### src/sv/limited_concurrency_job_queue_defines.svh
// ---------------------------------------------------------------------------
// Assertion macros for the limited-concurrency job queue
// Both sample on clk and are disabled while arst_n is low.
// ---------------------------------------------------------------------------
`ifndef LIMITED_CONCURRENCY_JOB_QUEUE_DEFINES_SVH
`define LIMITED_CONCURRENCY_JOB_QUEUE_DEFINES_SVH

// A condition that must hold at every clock edge outside reset.
`define LCJQ_ASSERT_ALWAYS(label, cond, msg) \
	label: assert property (@(posedge clk) disable iff (!arst_n) (cond)) else $error(msg);

// When the antecedent holds, the consequent must hold in the same cycle.
`define LCJQ_ASSERT_IMPL(label, ante, cons, msg) \
	label: assert property (@(posedge clk) disable iff (!arst_n) (ante) |-> (cons)) \
		else $error(msg);

`endif

### src/sv/lcjq_pkg.sv
// ---------------------------------------------------------------------------
// lcjq_pkg
// Shared constants, codes and types of the limited-concurrency job queue.
// ---------------------------------------------------------------------------
package lcjq_pkg;

	localparam int MAX_JOBS = 64;
	localparam int JOB_ID_W = $clog2(MAX_JOBS);
	localparam int CNT_W    = $clog2(MAX_JOBS + 1);
	localparam int FUNC_W   = 2;
	localparam int LIMIT_W  = 7;
	localparam logic [LIMIT_W-1:0] LIMIT_RESET = LIMIT_W'(1);

	typedef enum logic [FUNC_W-1:0] {
		FN_ADD    = 2'd0,
		FN_REMOVE = 2'd1,
		FN_DEFER  = 2'd2,
		FN_NOP    = 2'd3
	} func_t;

	typedef enum logic [1:0] {
		JS_IDLE = 2'd0,
		JS_WAIT = 2'd1,
		JS_RUN  = 2'd2
	} job_state_t;

	// Write port of the job status store.
	typedef struct packed {
		logic                en;
		logic [JOB_ID_W-1:0] addr;
		job_state_t          data;
	} st_wr_t;

	// Write port of one link memory.
	typedef struct packed {
		logic                en;
		logic [JOB_ID_W-1:0] addr;
		logic [JOB_ID_W-1:0] data;
	} link_wr_t;

endpackage

### src/sv/limited_concurrency_job_queue.sv
// ---------------------------------------------------------------------------
// limited_concurrency_job_queue
// Counting-semaphore admission gate with a FIFO wait list of jobs.
// ---------------------------------------------------------------------------
// A request beat (func, job_id) is taken on req_valid high and req_stall low.
// Each request yields exactly one response beat (status, job_state, started,
// started_job, running_count, waiting_count, defer_pending), taken on
// rsp_valid high and rsp_stall low.
// The limit register is written with cfg_we / cfg_wdata; the user must do so
// only with the queue idle, unenforced; it takes effect for the next request.
// Flow: the accept edge issues one read of the status memory and of both
// link memories; the edge on which the request retires writes back and
// loads the response register. A new request is taken only once the one
// before has retired, due to the single read-modify-write pass through
// the memories per request.
// A response that the receiver stalls holds; the queue still takes one more
// request, which then waits in its second stage until the response is gone.
// Reset clears the job valid bits (all jobs idle), the list pointers, the
// counters and the deferred-start request, and sets the limit to one.
// ---------------------------------------------------------------------------
module limited_concurrency_job_queue (
	input  logic                          clk,
	input  logic                          arst_n,
	// Configuration
	input  logic                          cfg_we,
	input  logic [lcjq_pkg::LIMIT_W-1:0]  cfg_wdata,
	// Request channel
	input  logic                          req_valid,
	output logic                          req_stall,
	input  logic [lcjq_pkg::FUNC_W-1:0]   func,
	input  logic [lcjq_pkg::JOB_ID_W-1:0] job_id,
	// Response channel
	output logic                          rsp_valid,
	input  logic                          rsp_stall,
	output logic                          status,
	output logic [1:0]                    job_state,
	output logic                          started,
	output logic [lcjq_pkg::JOB_ID_W-1:0] started_job,
	output logic [lcjq_pkg::CNT_W-1:0]    running_count,
	output logic [lcjq_pkg::CNT_W-1:0]    waiting_count,
	output logic                          defer_pending
);
	import lcjq_pkg::*;

	`include "limited_concurrency_job_queue_defines.svh"

	// Architectural state held in flip-flops.
	logic [LIMIT_W-1:0]  limit_q;
	logic [JOB_ID_W-1:0] head_q, tail_q;
	logic [CNT_W-1:0]    wait_q, run_q;
	logic                defer_q;

	// Second stage: the request whose memory reads are in flight.
	logic                valid_s1;
	func_t               func_s1;
	logic [JOB_ID_W-1:0] addr_s1;

	// Response register.
	logic                rsp_valid_q;
	logic                status_q;
	job_state_t          jstate_q;
	logic                started_q;
	logic [JOB_ID_W-1:0] sjob_q;

	logic                req_accept;
	logic                done_s1;
	logic [JOB_ID_W-1:0] rd_addr;

	job_state_t          st_cur;
	logic [JOB_ID_W-1:0] next_rd, prev_rd;

	st_wr_t              st_wr;
	link_wr_t            next_wr, prev_wr;

	logic [JOB_ID_W-1:0] head_d, tail_d;
	logic [CNT_W-1:0]    wait_d, run_d;
	logic                defer_d;
	logic                status_d, started_d;
	job_state_t          jstate_d;
	logic [JOB_ID_W-1:0] sjob_d;

	logic                room;
	logic                do_unlink, do_push;
	logic [CNT_W:0]      live_jobs;

	// Only one request is inside at a time, so a read never meets a write
	// to the same entry: the write back lands before the next read is issued.
	assign req_stall  = valid_s1;
	assign req_accept = req_valid & ~req_stall;
	// The second stage retires once the response register is free.
	assign done_s1    = valid_s1 & (~rsp_valid_q | ~rsp_stall);

	// A deferred start works on the list head; every other request on job_id.
	assign rd_addr = (func_t'(func) == FN_DEFER) ? head_q : job_id;

	lcjq_status_store u_status (
		.clk    (clk),
		.arst_n (arst_n),
		.wr     (st_wr),
		.re     (req_accept),
		.raddr  (rd_addr),
		.rdata  (st_cur)
	);

	lcjq_ram #(.DEPTH(MAX_JOBS), .WIDTH(JOB_ID_W)) u_next_link (
		.clk   (clk),
		.we    (next_wr.en),
		.waddr (next_wr.addr),
		.wdata (next_wr.data),
		.re    (req_accept),
		.raddr (rd_addr),
		.rdata (next_rd)
	);

	lcjq_ram #(.DEPTH(MAX_JOBS), .WIDTH(JOB_ID_W)) u_prev_link (
		.clk   (clk),
		.we    (prev_wr.en),
		.waddr (prev_wr.addr),
		.wdata (prev_wr.data),
		.re    (req_accept),
		.raddr (rd_addr),
		.rdata (prev_rd)
	);

	assign room = run_q < CNT_W'(limit_q);

	// Read-modify-write of the second stage.
	always_comb begin
		head_d    = head_q;
		tail_d    = tail_q;
		wait_d    = wait_q;
		run_d     = run_q;
		defer_d   = defer_q;
		status_d  = 1'b0;
		started_d = 1'b0;
		sjob_d    = '0;
		jstate_d  = JS_IDLE;
		do_unlink = 1'b0;
		do_push   = 1'b0;
		st_wr     = '{en: 1'b0, addr: addr_s1, data: JS_IDLE};
		next_wr   = '{en: 1'b0, addr: '0, data: '0};
		prev_wr   = '{en: 1'b0, addr: '0, data: '0};

		case (func_s1)
			FN_ADD: begin
				if (st_cur != JS_IDLE) begin
					// Job already queued or running: refused, nothing changes.
					status_d = 1'b1;
					jstate_d = st_cur;
				end else if (wait_q == '0 && room) begin
					st_wr.en   = 1'b1;
					st_wr.data = JS_RUN;
					run_d      = run_q + CNT_W'(1);
					started_d  = 1'b1;
					sjob_d     = addr_s1;
					jstate_d   = JS_RUN;
				end else begin
					st_wr.en   = 1'b1;
					st_wr.data = JS_WAIT;
					do_push    = 1'b1;
					jstate_d   = JS_WAIT;
				end
			end
			FN_REMOVE: begin
				if (st_cur == JS_WAIT) begin
					do_unlink = 1'b1;
					st_wr.en  = 1'b1;
				end else if (st_cur == JS_RUN) begin
					// Freeing a slot exactly at the limit asks for a deferred start.
					if (run_q == CNT_W'(limit_q)) begin
						defer_d = 1'b1;
					end
					if (run_q != '0) begin
						run_d = run_q - CNT_W'(1);
					end
					st_wr.en = 1'b1;
				end
			end
			FN_DEFER: begin
				defer_d = 1'b0;
				if (wait_q != '0 && room) begin
					do_unlink  = 1'b1;
					st_wr.en   = 1'b1;
					st_wr.data = JS_RUN;
					run_d      = run_q + CNT_W'(1);
					// Keep the request up while room and waiters remain.
					if ((wait_q - CNT_W'(1)) != '0 &&
					    (run_q + CNT_W'(1)) < CNT_W'(limit_q)) begin
						defer_d = 1'b1;
					end
					started_d  = 1'b1;
					sjob_d     = addr_s1;
					jstate_d   = JS_RUN;
				end
			end
			default: begin
				jstate_d = st_cur;
			end
		endcase

		if (do_push) begin
			if (wait_q == '0) begin
				head_d = addr_s1;
			end else begin
				next_wr = '{en: 1'b1, addr: tail_q, data: addr_s1};
				prev_wr = '{en: 1'b1, addr: addr_s1, data: tail_q};
			end
			tail_d = addr_s1;
			wait_d = wait_q + CNT_W'(1);
		end

		if (do_unlink) begin
			if (addr_s1 == head_q && addr_s1 == tail_q) begin
				head_d = '0;
				tail_d = '0;
			end else if (addr_s1 == head_q) begin
				head_d = next_rd;
			end else if (addr_s1 == tail_q) begin
				tail_d = prev_rd;
			end else begin
				// Middle of the list: bridge the neighbors.
				next_wr = '{en: 1'b1, addr: prev_rd, data: next_rd};
				prev_wr = '{en: 1'b1, addr: next_rd, data: prev_rd};
			end
			if (wait_q != '0) begin
				wait_d = wait_q - CNT_W'(1);
			end
		end

		// Nothing is written unless the stage actually retires.
		st_wr.en   = st_wr.en & done_s1;
		next_wr.en = next_wr.en & done_s1;
		prev_wr.en = prev_wr.en & done_s1;
	end

	always_ff @(posedge clk or negedge arst_n) begin
		if (!arst_n) begin
			limit_q     <= LIMIT_RESET;
			head_q      <= '0;
			tail_q      <= '0;
			wait_q      <= '0;
			run_q       <= '0;
			defer_q     <= 1'b0;
			valid_s1    <= 1'b0;
			rsp_valid_q <= 1'b0;
		end else begin
			if (cfg_we) begin
				limit_q <= cfg_wdata;
			end
			if (req_accept) begin
				valid_s1 <= 1'b1;
			end else if (done_s1) begin
				valid_s1 <= 1'b0;
			end
			if (done_s1) begin
				head_q      <= head_d;
				tail_q      <= tail_d;
				wait_q      <= wait_d;
				run_q       <= run_d;
				defer_q     <= defer_d;
				rsp_valid_q <= 1'b1;
			end else if (!rsp_stall) begin
				rsp_valid_q <= 1'b0;
			end
		end
	end

	// Payload registers, no reset needed.
	always_ff @(posedge clk) begin
		if (req_accept) begin
			func_s1 <= func_t'(func);
			addr_s1 <= rd_addr;
		end
		if (done_s1) begin
			status_q  <= status_d;
			jstate_q  <= jstate_d;
			started_q <= started_d;
			sjob_q    <= sjob_d;
		end
	end

	// The counters and the deferred request only change when a new response
	// is loaded, so they are the response's totals as long as it is shown.
	assign rsp_valid     = rsp_valid_q;
	assign status        = status_q;
	assign job_state     = jstate_q;
	assign started       = started_q;
	assign started_job   = sjob_q;
	assign running_count = run_q;
	assign waiting_count = wait_q;
	assign defer_pending = defer_q;

	assign live_jobs = {1'b0, run_q} + {1'b0, wait_q};

	`LCJQ_ASSERT_ALWAYS(a_jobs_bounded, live_jobs <= (CNT_W + 1)'(MAX_JOBS), "too many live jobs")
	`LCJQ_ASSERT_IMPL(a_empty_list_ptrs, wait_q == '0, (head_q | tail_q) == '0, "stale list ends")
	`LCJQ_ASSERT_IMPL(a_single_waiter, wait_q == CNT_W'(1), head_q == tail_q, "one waiter, two ends")
	`LCJQ_ASSERT_IMPL(a_started_runs, rsp_valid_q && started_q, jstate_q == JS_RUN, "start not running")

endmodule

### src/sv/lcjq_ram.sv
// ---------------------------------------------------------------------------
// lcjq_ram
// Generic single-write, single-read synchronous RAM, read data registered.
// ---------------------------------------------------------------------------
module lcjq_ram #(
	parameter int DEPTH = 64,
	parameter int WIDTH = 6
) (
	input  logic                     clk,
	input  logic                     we,
	input  logic [$clog2(DEPTH)-1:0] waddr,
	input  logic [WIDTH-1:0]         wdata,
	input  logic                     re,
	input  logic [$clog2(DEPTH)-1:0] raddr,
	output logic [WIDTH-1:0]         rdata
);

	logic [WIDTH-1:0] mem [DEPTH];
	logic [WIDTH-1:0] rdata_q;

	always_ff @(posedge clk) begin
		if (we) begin
			mem[waddr] <= wdata;
		end
		if (re) begin
			rdata_q <= mem[raddr];
		end
	end

	assign rdata = rdata_q;

endmodule

### src/sv/lcjq_status_store.sv
// ---------------------------------------------------------------------------
// lcjq_status_store
// Job status memory with one valid bit per job; an unwritten job reads idle.
// ---------------------------------------------------------------------------
module lcjq_status_store (
	input  logic                          clk,
	input  logic                          arst_n,
	input  lcjq_pkg::st_wr_t              wr,
	input  logic                          re,
	input  logic [lcjq_pkg::JOB_ID_W-1:0] raddr,
	output lcjq_pkg::job_state_t          rdata
);
	import lcjq_pkg::*;

	job_state_t            mem [MAX_JOBS];
	logic [MAX_JOBS-1:0]   vld_q;
	job_state_t            raw_q;
	logic                  rvld_q;

	always_ff @(posedge clk or negedge arst_n) begin
		if (!arst_n) begin
			vld_q  <= '0;
			rvld_q <= 1'b0;
		end else begin
			if (wr.en) begin
				vld_q[wr.addr] <= 1'b1;
			end
			if (re) begin
				rvld_q <= vld_q[raddr];
			end
		end
	end

	always_ff @(posedge clk) begin
		if (wr.en) begin
			mem[wr.addr] <= wr.data;
		end
		if (re) begin
			raw_q <= mem[raddr];
		end
	end

	assign rdata = rvld_q ? raw_q : JS_IDLE;

endmodule
### config.mk
export PLATFORM = sky130hd
export DESIGN_NAME = limited_concurrency_job_queue
export DESIGN_NICKNAME = d
export VERILOG_FILES = /design/src/sv/lcjq_pkg.sv /design/src/sv/limited_concurrency_job_queue.sv /design/src/sv/lcjq_ram.sv /design/src/sv/lcjq_status_store.sv
export VERILOG_INCLUDE_DIRS = /design/src /design/src/sv
export SDC_FILE = /design/constraint.sdc
export NUM_CORES = 2
export LEC_CHECK = 0
export ABC_AREA = 1
export ABC_CLOCK_PERIOD_IN_PS = 6200
export BUFFER_PORTS_ARGS = -buffer_cell sky130_fd_sc_hd__buf_2
export CAP_MARGIN = 25
export CORE_UTILIZATION = 55
export CTS_CLUSTER_SIZE = 16
export DETAILED_ROUTE_END_ITERATION = 8
export GPL_TIMING_DRIVEN = 0
export PLACE_DENSITY = 0.79
export SLEW_MARGIN = 5
export SYNTH_ARGS = -nofsm -noshare
export SYNTH_HDL_FRONTEND = slang
export SYNTH_HIERARCHICAL = 1
export SYNTH_SLANG_ARGS = --single-unit
### constraint.sdc
create_clock -name clk -period 6.2 [get_ports clk]
set_clock_uncertainty 0.2 [all_clocks]
set_input_delay 1.55 -clock clk [delete_from_list [all_inputs] [get_ports clk]]
set_output_delay 1.55 -clock clk [all_outputs]
set_load 0.01 [all_outputs]
After elaboration in Yosys (flattened, before gate mapping)
Memory sizes are Yosys's and may differ from the RTL's. A register that Yosys moved wholly into a read port is not among the register bits.
Index checks and enable logic that the tools add are counted.
- input bits: 20
- memory bits (writable): 896
- output and inout port bits: 27
- flip-flop bits (word level): 119
- word-level logic and storage cells: 148
- memories: 3
- order comparisons: 5
- muxes and demuxes: 78
- add/subtract/negate cells: 4
- reductions and logical operators: 16
- equality and inequality tests: 16
- bitwise logic cells: 10
- memories (memory ; words ; width ; rd ports ; clocked after Yosys merged registers in ; write ports ; line ; source):
    u_next_link.mem ; 64 ; 6 ; 1 ; 1 ; 1 ; lcjq_ram.sv:18 ; logic [WIDTH-1:0] mem [DEPTH];
    u_prev_link.mem ; 64 ; 6 ; 1 ; 1 ; 1 ; lcjq_ram.sv:18 ;
    u_status.mem ; 64 ; 2 ; 1 ; 1 ; 1 ; lcjq_status_store.sv:15 ; job_state_t mem [MAX_JOBS];
- operators with widths (kind ; number):
    two-way mux 13 bit ; 12
    two-way mux 6 bit ; 14
    OR 64 bit ; 1
    two-way mux 7 bit ; 9
    two-way mux 1 bit ; 28
    one-hot mux 7 bit (3 select lines) ; 1
    nonzero test 7 bit ; 3
    adder 7 x 1 -> 7 bit (second input constant) ; 2
    < comparator 6 x 7 -> 1 bit (second input constant) ; 2
    < comparator 7 bit ; 2
    != test 2 bit (second input constant) ; 7
    subtractor 7 x 1 -> 7 bit (second input constant) ; 2
    == test 6 bit ; 2
    one-hot mux 6 bit (2 select lines) ; 1
    two-way mux 2 bit ; 5
    AND reduction 8 bit ; 1
    == test 7 bit ; 1
    zero test 7 bit ; 1
    binary-select mux 1 bit (select 6 bit) ; 1
    demux 1 bit (select 6 bit) ; 1
    == test 2 bit (second input constant) ; 3
    >= comparator 6 x 1 -> 1 bit (second input constant) ; 1
    one-hot mux 1 bit (2 select lines) ; 3
    one-hot mux 2 bit (3 select lines) ; 1
    12 further kinds ; 25

Logic depth before layout (Yosys ltp)
- depth in word-level cells: 13
- depth in mapped cells: 17
- mapped depth without buffers: 15

Cells and area by module
Netlist, hierarchy kept.
- by module, submodules not included (module ; cells an instance ; times used ; sequential area each (um2) ; area an instance (um2)):
    lcjq_ram ; 1376 ; 2 ; 11711.2 ; 15990.3
    lcjq_status_store ; 778 ; 1 ; 5530.3 ; 8266.7
    limited_concurrency_job_queue ; 579 ; 1 ; 1442.6 ; 4187.8

Least setup slack after synthesis
No wires, ideal clock.
- path type: reg2reg
- start point: reg run_q[5] (netlist: running_count[5])
- end point: mem u_next_link.mem[50][0] (enable)
- period minus slack after synthesis: 5.513 ns
- buffers on the path: 1
- slack: 0.687 ns
- cell stages (with the launch flop): 12
- data required time: 5.614 ns
- arrival time: 4.928 ns
- library setup time: 0.386 ns
- cells stage by stage: dfrtp_1 ha_1 nand2_1 inv_1 a21oi_2 nand4_4 nand2_4 nand4_4 buf_2 o21ai_1 nand4_1 nor4_1
- RTL lines (what ; line ; source):
    start: declaration ; limited_concurrency_job_queue.sv:50 ; logic [CNT_W-1:0] wait_q, run_q;
    start signal: assignment ; limited_concurrency_job_queue.sv:259 ; run_q <= run_d;
    end: declaration ; lcjq_ram.sv:18 ;

Worst setup path after layout
- start point: reg run_q[5] (netlist: running_count[5])
- end point: mem u_prev_link.mem[28][2] (enable)
- word-level cells in the longest chain between the ends: 13
- elaborated cells on any way between the ends: 16
- those cells by class: order compare: 1; mux: 12; bitwise: 1; reduce/logical: 2
- RTL lines (what ; line ; source):
    < comparator 7 bit (*) ; limited_concurrency_job_queue.sv:125 ; assign room = run_q < CNT_W'(limit_q);
    logical AND 1 bit ; limited_concurrency_job_queue.sv:150 ; end else if (wait_q == '0 && room) begin
    two-way mux 1 bit ; limited_concurrency_job_queue.sv:150 ;
    two-way mux 1 bit ; limited_concurrency_job_queue.sv:146 ; if (st_cur != JS_IDLE) begin
    two-way mux 1 bit ; limited_concurrency_job_queue.sv:144 ; case (func_s1)
    two-way mux 13 bit ; limited_concurrency_job_queue.sv:201 ; if (do_push) begin
    two-way mux 13 bit ; limited_concurrency_job_queue.sv:218 ; end else if (addr_s1 == tail_q) begin
    two-way mux 13 bit ; limited_concurrency_job_queue.sv:216 ; end else if (addr_s1 == head_q) begin
    two-way mux 13 bit ; limited_concurrency_job_queue.sv:213 ; if (addr_s1 == head_q && addr_s1 == tail_q) begin
    two-way mux 13 bit (*) ; limited_concurrency_job_queue.sv:212 ; if (do_unlink) begin
    AND 1 bit ; limited_concurrency_job_queue.sv:233 ; prev_wr.en = prev_wr.en & done_s1;
    two-way mux 1 bit ; lcjq_ram.sv:22 ; if (we) begin
    two-way mux 1 bit (implied by the code) ; lcjq_ram.sv:23 ; mem[waddr] <= wdata;
    end: declaration ; lcjq_ram.sv:18 ;
Every way passes the cells marked *; elsewhere a longest branch is shown, timed or not.

==> reports/qor.yml <==
clock_tree:
  cts_made_buffers: 103
  insertion_delay_ps: 700
  cts_sinks: 1029
  cts_root_buf: "clkbuf_16"
  ctsResizeCount: 0
  clockBufferDepth: 3
  h-tree-depth: 3
  cts_tree: "built"
  post_cts_buffers: 0
  cts_hold_buffers: 0
  cts.clk_slew.worst_paths_ps: 60
yosys:
  synth-main-ff-cell: "edfxtp_1"
  syn_avg_cell_area_sq_um: 10.8
  synth_top_family_by_area: "simple AND/OR/NAND/NOR gates"
  synth-xor-area-share_pct: 0.532
  yosys.area_share.simple_pct: 24.6
  ys_async_sr_fraction_pct: 9.82
  synthCells: 4109
  ys_seq_area_share_pct: 68.4
  syn_area_sq_um: 44400
  synth_adder_area_share_pct: 0.760
  synth_edf_count: 928
  ys_types: 39
  synth_mux_area_share_pct: 0.0253
  synthesis.nets: 4156
  ys_warn_count: 6
  yosys_register_bits: 1029
  synth-compound-area-share_pct: 1.80
critical_path:
  ff2ff_path_depth: 14
  r2r_start: "running_count[5]$_DFFE_PN0P_"
  cp_max_fo: 25
  crit_required_ps: 6260
  path_class: "register to register"
  critPathCaptureType: "register"
  rr_endpoint: "u_prev_link/mem[28][2]$_DFFE_PP_"
  critPathLaunchType: "register"
  arrival_ps: 6110
  ff2ff_setup_slack_ps: 150
timing:
  tightest_slew_ps: 1060
  hold_violations: 0
  setup_viol: 0
  layout_setup_ws_ps: 150
  whs_ps: 268
  rsz0062_at_grt: "false"
  finalCritPeriodShare_pct: 97.6
  relSlewSlack_pct: 29.0
  drv_slew: 0
  fmax_ghz: 0.165
  period_needed_ps: 6050
floorplanning:
  core_sq_um: 79500
  die_y_microns: 286
  die_x_microns: 286
  start_util_pct: 55.9
  core.rowCount: 103
  ios: 47
  die_area_sq_um: 81900
final_layout:
  num-fill-cells: 5871
  stdcell_count: 5432
  drive_gt1_share_pct: 12.1
  syn2layout_area_growth_pct: 13.6
  nets: 4344
  final_common_cell: "nand2_1"
  final_cell_mix: "1311 x nand2_1, 928 x edfxtp_1, 781 x nand3_1, 263 x nor2_1, 167 x buf_2"
pwr:
  p_per_area_nw_per_um2: 378
  switching_power_w: 0.00591
  total_power_w: 0.0191
  power.leakage_nw: 19.6
  ir_worst_vdd_v: 0.000303
  p_int_w: 0.0132
  comb_power_share_pct: 22.1
  p_sw_share_pct: 30.9
  seqPwrFrac_pct: 44.4
  p_clk_share_pct: 33.5
hold_path:
  min-delay-start: "u_status/vld_q[17]$_DFFE_PN0P_"
  whs_path_depth: 1
  min_to: "u_status/vld_q[17]$_DFFE_PN0P_"
  hold_path_class: "register to register"
placement:
  dp_slack_ps: 491
  dpl.cell_count: 5242
  dp_hpwl_microns: 84400
  gp_congestion: 0.953
  numPortBuffers: 46
detailed_routing:
  drt_iter0_drc: 4647
  routed_wl_microns: 126000
  vias: 32946
  ant_nets: 0
  viasPerCell: 6.07
  wl_per_cell_microns: 23.3
  drc: 0
  firstDrtPassIters: 6
job:
  maxCapViolCount: 0
global_route:
  grt_pass1_wl_microns: 187000
  grt_start_max_net_pins: 58
  grt.overflow.total: 0
  grtUsageTotal_pct: 30.6
  grt_pass1_vias: 31429
  antenna_found_initial: 1
outcome:
  outcome: "complete, no violations"
==> through the flow <==
step / TNS, ps / utilization (%) / area, sq um
3_3_place_gp: -2574250 / 57.8 / 46000
5_1_grt: 0 / 63.5 / 50500
4_1_cts: 0 / 63.5 / 50500
3_5_place_dp: 0 / 59.0 / 46900
6_report: 0 / 63.5 / 50500
2_1_floorplan: 0 / - / 44400
==> state kept, by name (all words and copies together) (netlist names), 7 cells and up <==
register         cells
limit_q              7
u_status/vld_q      64
u_prev_link/mem    384
waiting_count        7
u_status/mem       128
u_next_link/mem    384
running_count        7
==> cell type report <==
type	count	area, sq um	area share (%)
Sequential cell	1029	30400	60.2
Multi-Input combinational cell	2727	12500	24.9
Clock buffer	122	2670	5.29
Tap cell	1050	1310	2.60
Buffer	232	1260	2.50
Timing Repair Buffer	83	957	1.90
Clock inverter	67	861	1.71
Inverter	121	459	0.910
Antenna cell	1	2.50	0.00496
==> synthesized netlist by cell type, types with 2 or more instances <==
cell type  number  area (sq um)
a21oi_1        19          95.1
buf_1          22          82.6
buf_2         116           581
buf_4          43           323
buf_6          11           124
clkbuf_1       39           146
clkinv_1        2          7.51
dfrtp_1       100          2500
edfxtp_1      928         27900
ha_1           27           338
inv_1         109           409
inv_2           9          33.8
nand2_1      1312          4920
nand2_2         2          12.5
nand2_4         3          33.8
nand3_1       781          3910
nand3_2         5          50.1
nand3b_1        3          22.5
nand4_1        49           307
nand4_4         2          42.5
nor2_1        264           991
nor3_1          9          45.0
nor4_1         24           150
o21ai_0        74           370
o21ai_1        27           135
o22ai_1        28           175
or2_2          64           400
xnor2_1         3          26.3
xor2_1         24           210
==> kinds of logic after synthesis <==
kind of cell	count (synthesis)
and+or+nand+nor	2521
DFF	1029
AOI/OAI and AO/OA	151
xor gates and xnor gates	27
buffers and inverters	353
muxes	1
adders and majority gates	27
==> how the worst max path moves through the flow <==
stage                                            start                               end  slack, ps
after floorplan           running_count[5]$_DFFE_PN0P_  u_next_link/mem[50][0]$_DFFE_PP_        690
after global placement    running_count[5]$_DFFE_PN0P_  u_next_link/mem[55][0]$_DFFE_PP_      -3250
after detailed placement  running_count[5]$_DFFE_PN0P_  u_prev_link/mem[28][2]$_DFFE_PP_        490
after CTS                 running_count[5]$_DFFE_PN0P_  u_prev_link/mem[28][2]$_DFFE_PP_        410
after global routing      running_count[4]$_DFFE_PN0P_  u_prev_link/mem[28][2]$_DFFE_PP_         90
final                     running_count[5]$_DFFE_PN0P_  u_prev_link/mem[28][2]$_DFFE_PP_        150
==> routing by layer <==
metal  wire length [microns]  GRT usage (%)
met5                       0              0
met1                   45300           40.6
met4                    6500           14.5
met2                   58800           48.5
met3                   15700           6.19
==> worst max-delay path, cell delays in order, from the launching register on <==
cell	delay [ps]
dfrtp_1	470
ha_1	330
nand2_1	70
inv_1	50
a21oi_2	370
nand4_4	200
nand2_4	160
nand4_4	130
buf_2	250
o21ai_4	680
buf_16	240
buf_16	180
clkbuf_1	400
nand4_1	780
nor2_1	1070
==> power by group through the flow <==
| stage | Clock, W | Sequential (W) | Combinational, W |
|---|---|---|---|
| 6_report | 0.00640 | 0.00848 | 0.00421 |
| 5_1_grt | 0.00669 | 0.00850 | 0.00450 |
| 4_1_cts | 0.00645 | 0.00847 | 0.00411 |
| 3_5_place_dp | 0 | 0.00861 | 0.00408 |
| 3_3_place_gp | 0 | 0.00874 | 0.00369 |
| 2_1_floorplan | 0 | 0.00864 | 0.00239 |
Power figures use the tool's default switching activity.
